File: config.mk
export PLATFORM = sky130hd
export DESIGN_NAME = idle_gap_frame_receiver
export DESIGN_NICKNAME = d
export VERILOG_FILES = /design/src/design/igfr_pkg.sv /design/src/design/igfr_queue.sv /design/src/design/igfr_front.sv /design/src/design/igfr_back.sv /design/src/design/idle_gap_frame_receiver.sv
export SDC_FILE = /design/constraint.sdc
export NUM_CORES = 1
export LEC_CHECK = 0
export BUFFER_PORTS_ARGS = -buffer_cell sky130_fd_sc_hd__buf_2
export CAP_MARGIN = 0
export CORE_ASPECT_RATIO = 1.75
export CORE_MARGIN = 10
export CORE_UTILIZATION = 54
export CTS_BUF_LIST = sky130_fd_sc_hd__clkbuf_4 sky130_fd_sc_hd__clkbuf_8
export CTS_CLUSTER_SIZE = 25
export DETAILED_ROUTE_END_ITERATION = 8
export PLACE_DENSITY = 0.81
export SYNTH_ARGS = -nofsm -noshare
export SYNTH_HDL_FRONTEND = slang
export SYNTH_SLANG_ARGS = --single-unit
export TNS_END_PERCENT = 50
File: constraint.sdc
create_clock -name aclk -period 6.4 [get_ports aclk]
set_input_delay 1.28 -clock aclk [delete_from_list [all_inputs] [get_ports aclk]]
set_output_delay 1.28 -clock aclk [all_outputs]
set_load 0.03 [all_outputs]
File: src/design/igfr_pkg.sv
package igfr_pkg;

    localparam int FRAME_LEN = 8;
    localparam int TICK_W    = 8;
    localparam int BYTE_W    = 8;
    localparam int CNT_W     = $clog2(FRAME_LEN + 1);
    localparam int IDX_W     = (FRAME_LEN > 1) ? $clog2(FRAME_LEN) : 1;
    localparam int ADDR_W    = IDX_W + 1;
    localparam int MEM_DEPTH = 2 ** ADDR_W;

    localparam logic [TICK_W-1:0] TIMEOUT_RESET = TICK_W'(7);
    localparam logic [CNT_W-1:0]  FRAME_CNT     = CNT_W'(FRAME_LEN);
    localparam logic [IDX_W-1:0]  LAST_IDX      = IDX_W'(FRAME_LEN - 1);

    localparam logic CMD_BYTE = 1'b0;
    localparam logic CMD_TICK = 1'b1;

    // closed frame: ok = full frame to emit from bank, else one discard item
    typedef struct packed {
        logic ok;
        logic bank;
    } close_t;

    typedef struct packed {
        logic              en;
        logic [ADDR_W-1:0] addr;
        logic [BYTE_W-1:0] data;
    } wr_t;

    // bank handed back once its frame is fully sent
    typedef struct packed {
        logic en;
        logic bank;
    } rel_t;

    typedef enum logic [1:0] {
        BK_IDLE,
        BK_FETCH,
        BK_SEND
    } back_state_t;

endpackage

File: src/design/igfr_queue.sv
module igfr_queue
    import igfr_pkg::*;
(
    input  logic   aclk,
    input  logic   aresetn,
    input  logic   push,
    input  close_t push_data,
    input  logic   pop,
    output logic   full,
    output logic   head_valid,
    output close_t head
);

    close_t      entry_reg [2];
    logic        wr_ptr_reg, wr_ptr_next;
    logic        rd_ptr_reg, rd_ptr_next;
    logic [1:0]  count_reg, count_next;
    logic        do_push, do_pop;

    assign full       = (count_reg == 2'd2);
    assign head_valid = (count_reg != 2'd0);
    assign head       = entry_reg[rd_ptr_reg];
    assign do_push    = push && !full;
    assign do_pop     = pop && head_valid;

    always_comb begin
        wr_ptr_next = wr_ptr_reg ^ do_push;
        rd_ptr_next = rd_ptr_reg ^ do_pop;
        count_next  = count_reg + 2'(do_push) - 2'(do_pop);
    end

    always_ff @(posedge aclk) begin
        if (!aresetn) begin
            wr_ptr_reg <= 1'b0;
            rd_ptr_reg <= 1'b0;
            count_reg  <= 2'd0;
        end else begin
            wr_ptr_reg <= wr_ptr_next;
            rd_ptr_reg <= rd_ptr_next;
            count_reg  <= count_next;
        end
    end

    always_ff @(posedge aclk) begin
        if (do_push) begin
            entry_reg[wr_ptr_reg] <= push_data;
        end
    end

endmodule

File: src/design/igfr_front.sv
module igfr_front
    import igfr_pkg::*;
(
    input  logic              aclk,
    input  logic              aresetn,
    input  logic              s_valid,
    output logic              s_ready,
    input  logic              s_command,
    input  logic [BYTE_W-1:0] s_rx_byte,
    input  logic              cfg_valid,
    output logic              cfg_ready,
    input  logic [TICK_W-1:0] cfg_timeout_ticks,
    output wr_t               buf_wr,
    output logic              close_push,
    output close_t            close_data,
    input  logic              q_full,
    input  rel_t              rel
);

    logic [TICK_W-1:0] timeout_reg, timeout_next;
    logic [CNT_W-1:0]  count_reg, count_next;
    logic [TICK_W-1:0] idle_reg, idle_next;
    logic              pending_reg, pending_next;
    logic              bank_reg, bank_next;
    logic [1:0]        busy_reg, busy_next;
    logic              accept;
    logic [TICK_W-1:0] idle_inc;
    logic              frame_full;

    assign cfg_ready  = 1'b1;
    assign s_ready    = !q_full && !busy_reg[bank_reg];
    assign accept     = s_valid && s_ready;
    assign idle_inc   = idle_reg + TICK_W'(1);
    assign frame_full = (count_reg == FRAME_CNT);

    always_comb begin
        timeout_next = timeout_reg;
        count_next   = count_reg;
        idle_next    = idle_reg;
        pending_next = pending_reg;
        bank_next    = bank_reg;
        busy_next    = busy_reg;
        buf_wr.en    = 1'b0;
        buf_wr.addr  = {bank_reg, count_reg[IDX_W-1:0]};
        buf_wr.data  = s_rx_byte;
        close_push   = 1'b0;
        close_data.ok   = frame_full;
        close_data.bank = bank_reg;

        if (cfg_valid) begin
            timeout_next = cfg_timeout_ticks;
        end
        if (rel.en) begin
            busy_next[rel.bank] = 1'b0;
        end

        if (accept) begin
            unique case (s_command)
                CMD_BYTE: begin
                    idle_next = '0;
                    if (!frame_full) begin
                        buf_wr.en    = 1'b1;
                        count_next   = count_reg + CNT_W'(1);
                        pending_next = 1'b1;
                    end
                end
                CMD_TICK: begin
                    if (pending_reg) begin
                        if (idle_inc == timeout_reg) begin
                            pending_next = 1'b0;
                            idle_next    = '0;
                            count_next   = '0;
                            close_push   = 1'b1;
                            if (frame_full) begin
                                busy_next[bank_reg] = 1'b1;
                                bank_next           = !bank_reg;
                            end
                        end else begin
                            idle_next = idle_inc;
                        end
                    end
                end
                default: ;
            endcase
        end
    end

    always_ff @(posedge aclk) begin
        if (!aresetn) begin
            timeout_reg <= TIMEOUT_RESET;
            count_reg   <= '0;
            idle_reg    <= '0;
            pending_reg <= 1'b0;
            bank_reg    <= 1'b0;
            busy_reg    <= '0;
        end else begin
            timeout_reg <= timeout_next;
            count_reg   <= count_next;
            idle_reg    <= idle_next;
            pending_reg <= pending_next;
            bank_reg    <= bank_next;
            busy_reg    <= busy_next;
        end
    end

endmodule

File: src/design/igfr_back.sv
module igfr_back
    import igfr_pkg::*;
(
    input  logic              aclk,
    input  logic              aresetn,
    input  wr_t               buf_wr,
    input  logic              q_valid,
    input  close_t            q_head,
    output logic              q_pop,
    output rel_t              rel,
    output logic              m_valid,
    input  logic              m_ready,
    output logic              m_frame_ok,
    output logic [BYTE_W-1:0] m_data_byte,
    output logic              m_last
);

    logic [BYTE_W-1:0] mem [MEM_DEPTH];
    logic [BYTE_W-1:0] rd_data_reg;
    logic [ADDR_W-1:0] rd_addr;
    back_state_t       state_reg, state_next;
    logic [IDX_W-1:0]  idx_reg, idx_next;
    logic              at_last;
    logic              done;

    assign rd_addr = {q_head.bank, idx_reg};
    assign at_last = !q_head.ok || (idx_reg == LAST_IDX);
    assign done    = (state_reg == BK_SEND) && m_ready && at_last;

    always_ff @(posedge aclk) begin
        if (buf_wr.en) begin
            mem[buf_wr.addr] <= buf_wr.data;
        end
        rd_data_reg <= mem[rd_addr];
    end

    // next state
    always_comb begin
        state_next = state_reg;
        idx_next   = idx_reg;
        unique case (state_reg)
            BK_IDLE: begin
                if (q_valid) begin
                    idx_next   = '0;
                    state_next = q_head.ok ? BK_FETCH : BK_SEND;
                end
            end
            BK_FETCH: begin
                state_next = BK_SEND;
            end
            BK_SEND: begin
                if (m_ready) begin
                    if (at_last) begin
                        state_next = BK_IDLE;
                    end else begin
                        idx_next   = idx_reg + IDX_W'(1);
                        state_next = BK_FETCH;
                    end
                end
            end
            default: state_next = BK_IDLE;
        endcase
    end

    // outputs
    always_comb begin
        m_valid     = (state_reg == BK_SEND);
        m_frame_ok  = q_head.ok;
        m_data_byte = q_head.ok ? rd_data_reg : '0;
        m_last      = at_last;
        q_pop       = done;
        rel.en      = done && q_head.ok;
        rel.bank    = q_head.bank;
    end

    always_ff @(posedge aclk) begin
        if (!aresetn) begin
            state_reg <= BK_IDLE;
            idx_reg   <= '0;
        end else begin
            state_reg <= state_next;
            idx_reg   <= idx_next;
        end
    end

endmodule

File: src/design/idle_gap_frame_receiver.sv
// Idle-gap frame receiver. Each input item is a received byte (command 0) or a
// timer tick (command 1). Bytes fill a frame buffer of FRAME_LEN entries; after
// timeout_ticks idle ticks following the last byte the frame closes and either
// FRAME_LEN result items (frame_ok 1, bytes in arrival order, last on the final
// one) or one discard item (frame_ok 0, data 0, last 1) come out. Input items
// are taken one per cycle; the input stalls only while two closed frames are
// still waiting to be sent, or while the buffer bank to be filled next is still
// being sent. The buffer has two banks, so one frame is sent while the next one
// is collected. Sending reads the buffer one byte at a time: each byte is a
// registered read (fetch state), then output (send state); a discard item goes
// straight to the send state. timeout_ticks is written over
// the cfg channel, which is always ready; reset value 7, and 0 means 256 ticks.
module idle_gap_frame_receiver
    import igfr_pkg::*;
(
    input  logic              aclk,
    input  logic              aresetn,
    input  logic              s_valid,
    output logic              s_ready,
    input  logic              s_command,
    input  logic [BYTE_W-1:0] s_rx_byte,
    output logic              m_valid,
    input  logic              m_ready,
    output logic              m_frame_ok,
    output logic [BYTE_W-1:0] m_data_byte,
    output logic              m_last,
    input  logic              cfg_valid,
    output logic              cfg_ready,
    input  logic [TICK_W-1:0] cfg_timeout_ticks
);

    wr_t    buf_wr;
    logic   close_push;
    close_t close_data;
    logic   q_full;
    logic   q_valid;
    close_t q_head;
    logic   q_pop;
    rel_t   rel;

    igfr_front u_front (
        .aclk              (aclk),
        .aresetn           (aresetn),
        .s_valid           (s_valid),
        .s_ready           (s_ready),
        .s_command         (s_command),
        .s_rx_byte         (s_rx_byte),
        .cfg_valid         (cfg_valid),
        .cfg_ready         (cfg_ready),
        .cfg_timeout_ticks (cfg_timeout_ticks),
        .buf_wr            (buf_wr),
        .close_push        (close_push),
        .close_data        (close_data),
        .q_full            (q_full),
        .rel               (rel)
    );

    igfr_queue u_queue (
        .aclk       (aclk),
        .aresetn    (aresetn),
        .push       (close_push),
        .push_data  (close_data),
        .pop        (q_pop),
        .full       (q_full),
        .head_valid (q_valid),
        .head       (q_head)
    );

    igfr_back u_back (
        .aclk        (aclk),
        .aresetn     (aresetn),
        .buf_wr      (buf_wr),
        .q_valid     (q_valid),
        .q_head      (q_head),
        .q_pop       (q_pop),
        .rel         (rel),
        .m_valid     (m_valid),
        .m_ready     (m_ready),
        .m_frame_ok  (m_frame_ok),
        .m_data_byte (m_data_byte),
        .m_last      (m_last)
    );

endmodule

Word-level counts from Yosys, hierarchy flattened
Memory sizes are Yosys's and may differ from the RTL's. A register that Yosys moved wholly into a read port is not among the register bits.
Cells that the tools add are included.
Word-level totals
  bits in registers: 33
  memory bits (writable): 132
  input bits: 22
  word-level logic and storage cells: 108
  memories: 2
Memory list
  u_back.mem: depth 16, width 8, read ports 1, clocked after Yosys merged registers in 1, wr ports 1, RTL line igfr_back.sv:18  | logic [BYTE_W-1:0] mem [MEM_DEPTH];
  u_queue.entry_reg: depth 2, width 2, read ports 1, clocked after Yosys merged registers in 1, wr ports 1, RTL line igfr_queue.sv:14  | close_t entry_reg [2];
Cells by class
  add/sub/neg operators: 5
  magnitude comparators: 4
  eq/ne operators: 12
  multiplexer cells: 45
  bitwise logic cells: 6
  reductions and logical operators: 23
Operators with widths (count)
  $mux 8: 3
  $mux 1: 20
  $mux 2: 9
  $pmux 8 s2: 1
  $mux 4: 3
  $logic_and 1x1->1: 9
  $mux 3: 3
  $add 8x1->8 const B: 1
  $eq 8x8->1: 1
  $pmux 4 s2: 1
  $reduce_and 4->1: 2
  $ne 2x1->1 const B: 3
  $ne 2x2->1 const B: 3
  $pmux 2 s3: 1
  $pmux 3 s2: 1
  $reduce_and 2->1: 3
  $reduce_and 5->1: 1
  $add 4x1->4 const B: 1
  $eq 2x2->1 const B: 2
  $eq 4x4->1 const B: 1
  $logic_not 1->1: 4
  $lt 1x2->1 const B: 2
  $reduce_bool 2->1: 2
  $add 3x1->3 const B: 1
  other kinds (14): 17

Longest topological paths before layout
  word-level depth: 13
  mapped depth: 10
  mapped depth without buffers: 10

By module
Synthesis repeated with hierarchy kept, for this count alone.
Unflattened totals
  cells, all modules: 501
  area total of the unflattened synthesis: 7473.4 um^2
By module, submodules not included
  igfr_back: times used 1, cells an instance 272, area an instance 5486.5 um^2
  igfr_front: times used 1, cells an instance 198, area an instance 1577.8 um^2
  igfr_queue: times used 1, cells an instance 31, area an instance 409.1 um^2

Worst setup path before layout
OpenSTA, ideal clock, no wires.
  path kind: input -> register
  start point: input s_command
  end point: memory u_back.mem[2][0] (enable)
  arrival time: 2365 ps
  required time: 6017 ps
  slack: 3651 ps
  stages on the path: 4
  path through: nand2b_1 -> nor2_1 -> nand2_1 -> nor3_1
Between the ends
  word-level cells in the longest chain between the ends: 4
RTL lines
  start, declared: RTL line idle_gap_frame_receiver.sv:20  | input logic s_command,
  $mux 1: RTL line igfr_front.sv:58  | unique case (s_command)
  $mux 1: RTL line igfr_front.sv:57  | if (accept) begin
  $mux 1: RTL line igfr_back.sv:31  | if (buf_wr.en) begin
  $mux 1 (implied by the code): RTL line igfr_back.sv:32  | mem[buf_wr.addr] <= buf_wr.data;
  end, declared: RTL line igfr_back.sv:18
No other way between the ends.

Worst setup path after layout
  start point: register u_back.idx_reg[0]
  end point: output m_last
Between the ends
  word-level cells in the longest chain between the ends: 2
RTL lines
  start, declared: RTL line igfr_back.sv:22  | logic [IDX_W-1:0] idx_reg, idx_next;
  start signal, assigned: RTL line igfr_back.sv:82  | idx_reg <= idx_next;
  $eq 3x3->1: RTL line igfr_back.sv:27  | assign at_last = !q_head.ok || (idx_reg == LAST_IDX);
  $logic_or 1x1->1: RTL line igfr_back.sv:27
  end, declared: RTL line idle_gap_frame_receiver.sv:26  | output logic m_last,
No other way between the ends.

==> impl_metrics.toml <==
[sta]
hold_violations = 0
final.min_clock_period_ps = 3380
slew_headroom_pct = 13.8
fmax_mhz = 296
fin_skew_ps = 14.9
setup_viol_count_final = 0
fin_crit_sh_pct = 52.8
tns_ps = 0
whs_ps = 497
worst_slew_pin_slew_ps = 1260
rsz0062_at_grt = "false"
slew_viol_final = 0

[worst_setup_path]
crit_buf_inv = 3
worstPathRequired_ps = 5120
path_common_cell = "ha_1"
ff2ff_setup_slack_ps = 3530
crit_arrival_ps = 2100
crit_type = "reg2out"
path_cells = "buf_4 -> ha_1 -> ha_1 -> nor2_1 -> inv_1 -> buf_2"
startpoint_type = "flip-flop"
critPathMaxFanout = 35
cp-end-kind = "output pin"
max_stage_delay_ps = 520
cp_top_family = "buffers and inverters"
crit_slowest_cell = "buf_4"

[floorplanning]
die_area_um2 = 18500
ioPinCount = 35
die_w_um = 107
initial_core_util_pct = 55.2
core.rowCount = 55
core-area_um2 = 13000
die_h_um = 172

[place]
finalWeightedCongestion = 0.853
dp_cells = 631
dp_hpwl_mm = 9.64
port_buffers = 33

[yosys]
synth.most_common_cell = "edfxtp_1"
postSynthCellCount = 445
ys_top_cells_by_count = "edfxtp_1 (132), dfxtp_1 (42), mux4_2 (40)"
syn_nets = 478
synthFlopType = "edfxtp_1"
synthDistinctLibCells = 51
syn_area_um2 = 7170
synth_edf_count = 132
async_flop_share_pct = 0
syn_area_per_cell_um2 = 16.1
post-synth-top-area-cell = "edfxtp_1"
synth_top_area_share_pct = 55.3
yosys-top-cells-area = "edfxtp_1 (55%), mux4_2 (13%), dfxtp_1 (12%)"
synth_warnings = 0
synth-seq-area-share_pct = 67.0
ys_seq_elements = 174

[final_layout]
final_nets = 512
regArea_um2 = 4810
layout-drive-gt1-share_pct = 25.0
fin_cells = 663
largest_register_ffs = 128
final_util_pct = 60.6
regMostFlops = "u_back.mem"
multi_input_area_um2 = 2240
num_antenna_cells = 0
fill_cells = 923
area_growth_pct = 9.86

[grt]
grtUsageTotal_pct = 15.3
grt_pass1_wl_mm = 21.2
grt_pass1_vias = 3957
gr-total-overflow = 0
antenna_found_initial = 0
grt_max_degree = 36

[cts]
cts_hold_buf = 0
post_cts_buffers = 0
cts-buffers-inserted = 17
cts_tree = "built"
cts_resized = 0
cts.sinks = 174
root_buffer = "clkbuf_8"
htreeDepth = 4
path_clk_slew_ps = 80
insertion_delay_ps = 440
cts_buffer_depth = 2

[power]
power.internal_w = 0.00161
p_sw_w = 0.000443
power_frac_comb_pct = 3.4
total_power_w = 0.00205
clkPwrFrac_pct = 36.5
p_seq_share_pct = 60.1
ir_worst_vdd_v = 0.000150
p_leak_nw = 2.60
switching_share_pct = 21.6
power_density_nw_per_um2 = 260

[drt]
drcViolationCount = 0
routed_wl_mm = 13.4
antenna_left = 0
dr.pass1.iters = 5
wire_per_inst_um = 20.2
num_vias = 3789
dr.first_iter.drc_count = 188
vias_per_cell = 5.71

[status]
outcome = "complete, no violations"

[hold_path]
hold_path.class = "reg2reg"

[job]
cap_violations = 0
[placed cells by master (no fill, tap or decap), drive strengths merged, types with 2 or more instances in the layout]
cell type and count:
ha 11, mux2i 13, a31oi 3, nor3 7
nor2 40, a21oi 5, nand2b 8, and4 3
o41ai 2, nand3 15, clkbuf 18, o311ai 3
clkinvlp 2, mux4 40, xnor2 10, inv 17
o211ai 4, a32oi 2, edfxtp 132, and3 5
bufinv 2, o21ai 6, o22ai 2, clkinv 5
dfxtp 42, xor2 5, nand4 4, nor2b 4
buf 35, and2 14, nand2 21
[through the flow]
stage | instance area [um2] | worst slack, ps
global route | 7880 | 2820
CTS | 7880 | 2950
finish | 7880 | 3020
detailed placement | 7480 | 3060
global placement | 7480 | 3160
floorplan | 7170 | 3650
[layer usage]
| metal | vias to the layer above | part of all wire, % | global-route usage (%) |
|---|---|---|---|
| met3 | 22 | 5.2 | 4.21 |
| met4 | 0 | 3.5 | 8.04 |
| met2 | 122 | 56 | 27.9 |
| li1 | 1780 | - | - |
| met1 | 1865 | 35 | 15.4 |
| met5 | - | 0 | 0 |
[final timing paths]
| path | startpoint | to | cells past startpoint |
|---|---|---|---|
| worst max register to register | u_front.idle_reg[0] | u_queue.count_reg[1] | 10 |
| worst min register to register | u_front.timeout_reg[0] | u_front.timeout_reg[0] | 2 |
| worst max-delay path | u_back.idx_reg[0] | m_last | 6 |
| worst min-delay path | u_front.timeout_reg[0] | u_front.timeout_reg[0] | 2 |
[layout make-up]
| cell class | count | area share [%] |
|---|---|---|
| Clock buffer | 18 | 3.06 |
| Clock inverter | 14 | 2.00 |
| Inverter | 12 | 0.572 |
| Multi-Input combinational cell | 239 | 28.4 |
| Sequential cell | 174 | 61.0 |
| Tap cell | 171 | 2.72 |
| Timing Repair Buffer | 35 | 2.29 |
[cell families after synthesis]
group / share of synthesized area, %
other cells: 0.0523
mux: 14.4
compound gates: 3.89
simple gates: 9.00
xor+xnor: 1.94
fa+ha+maj: 1.92
buf+inv: 1.85
flops: 67.0
[power groups by stage]
stage	Sequential [W]	Combinational [W]	Clock, W
final	0.00123	0.0000687	0.000749
after global routing	0.00123	0.0000756	0.000814
after CTS	0.00123	0.0000690	0.000763
after detailed placement	0.00126	0.0000690	0
after global placement	0.00126	0.0000657	0
after floorplan	0.00125	0.0000399	0
[tightest hold or removal path: stages (launching register included)]
cell and delay [ps]:
dfxtp_1 350, mux2i_1 70, nand2_1 60
Note: power is estimated with default switching activity, not from simulation.
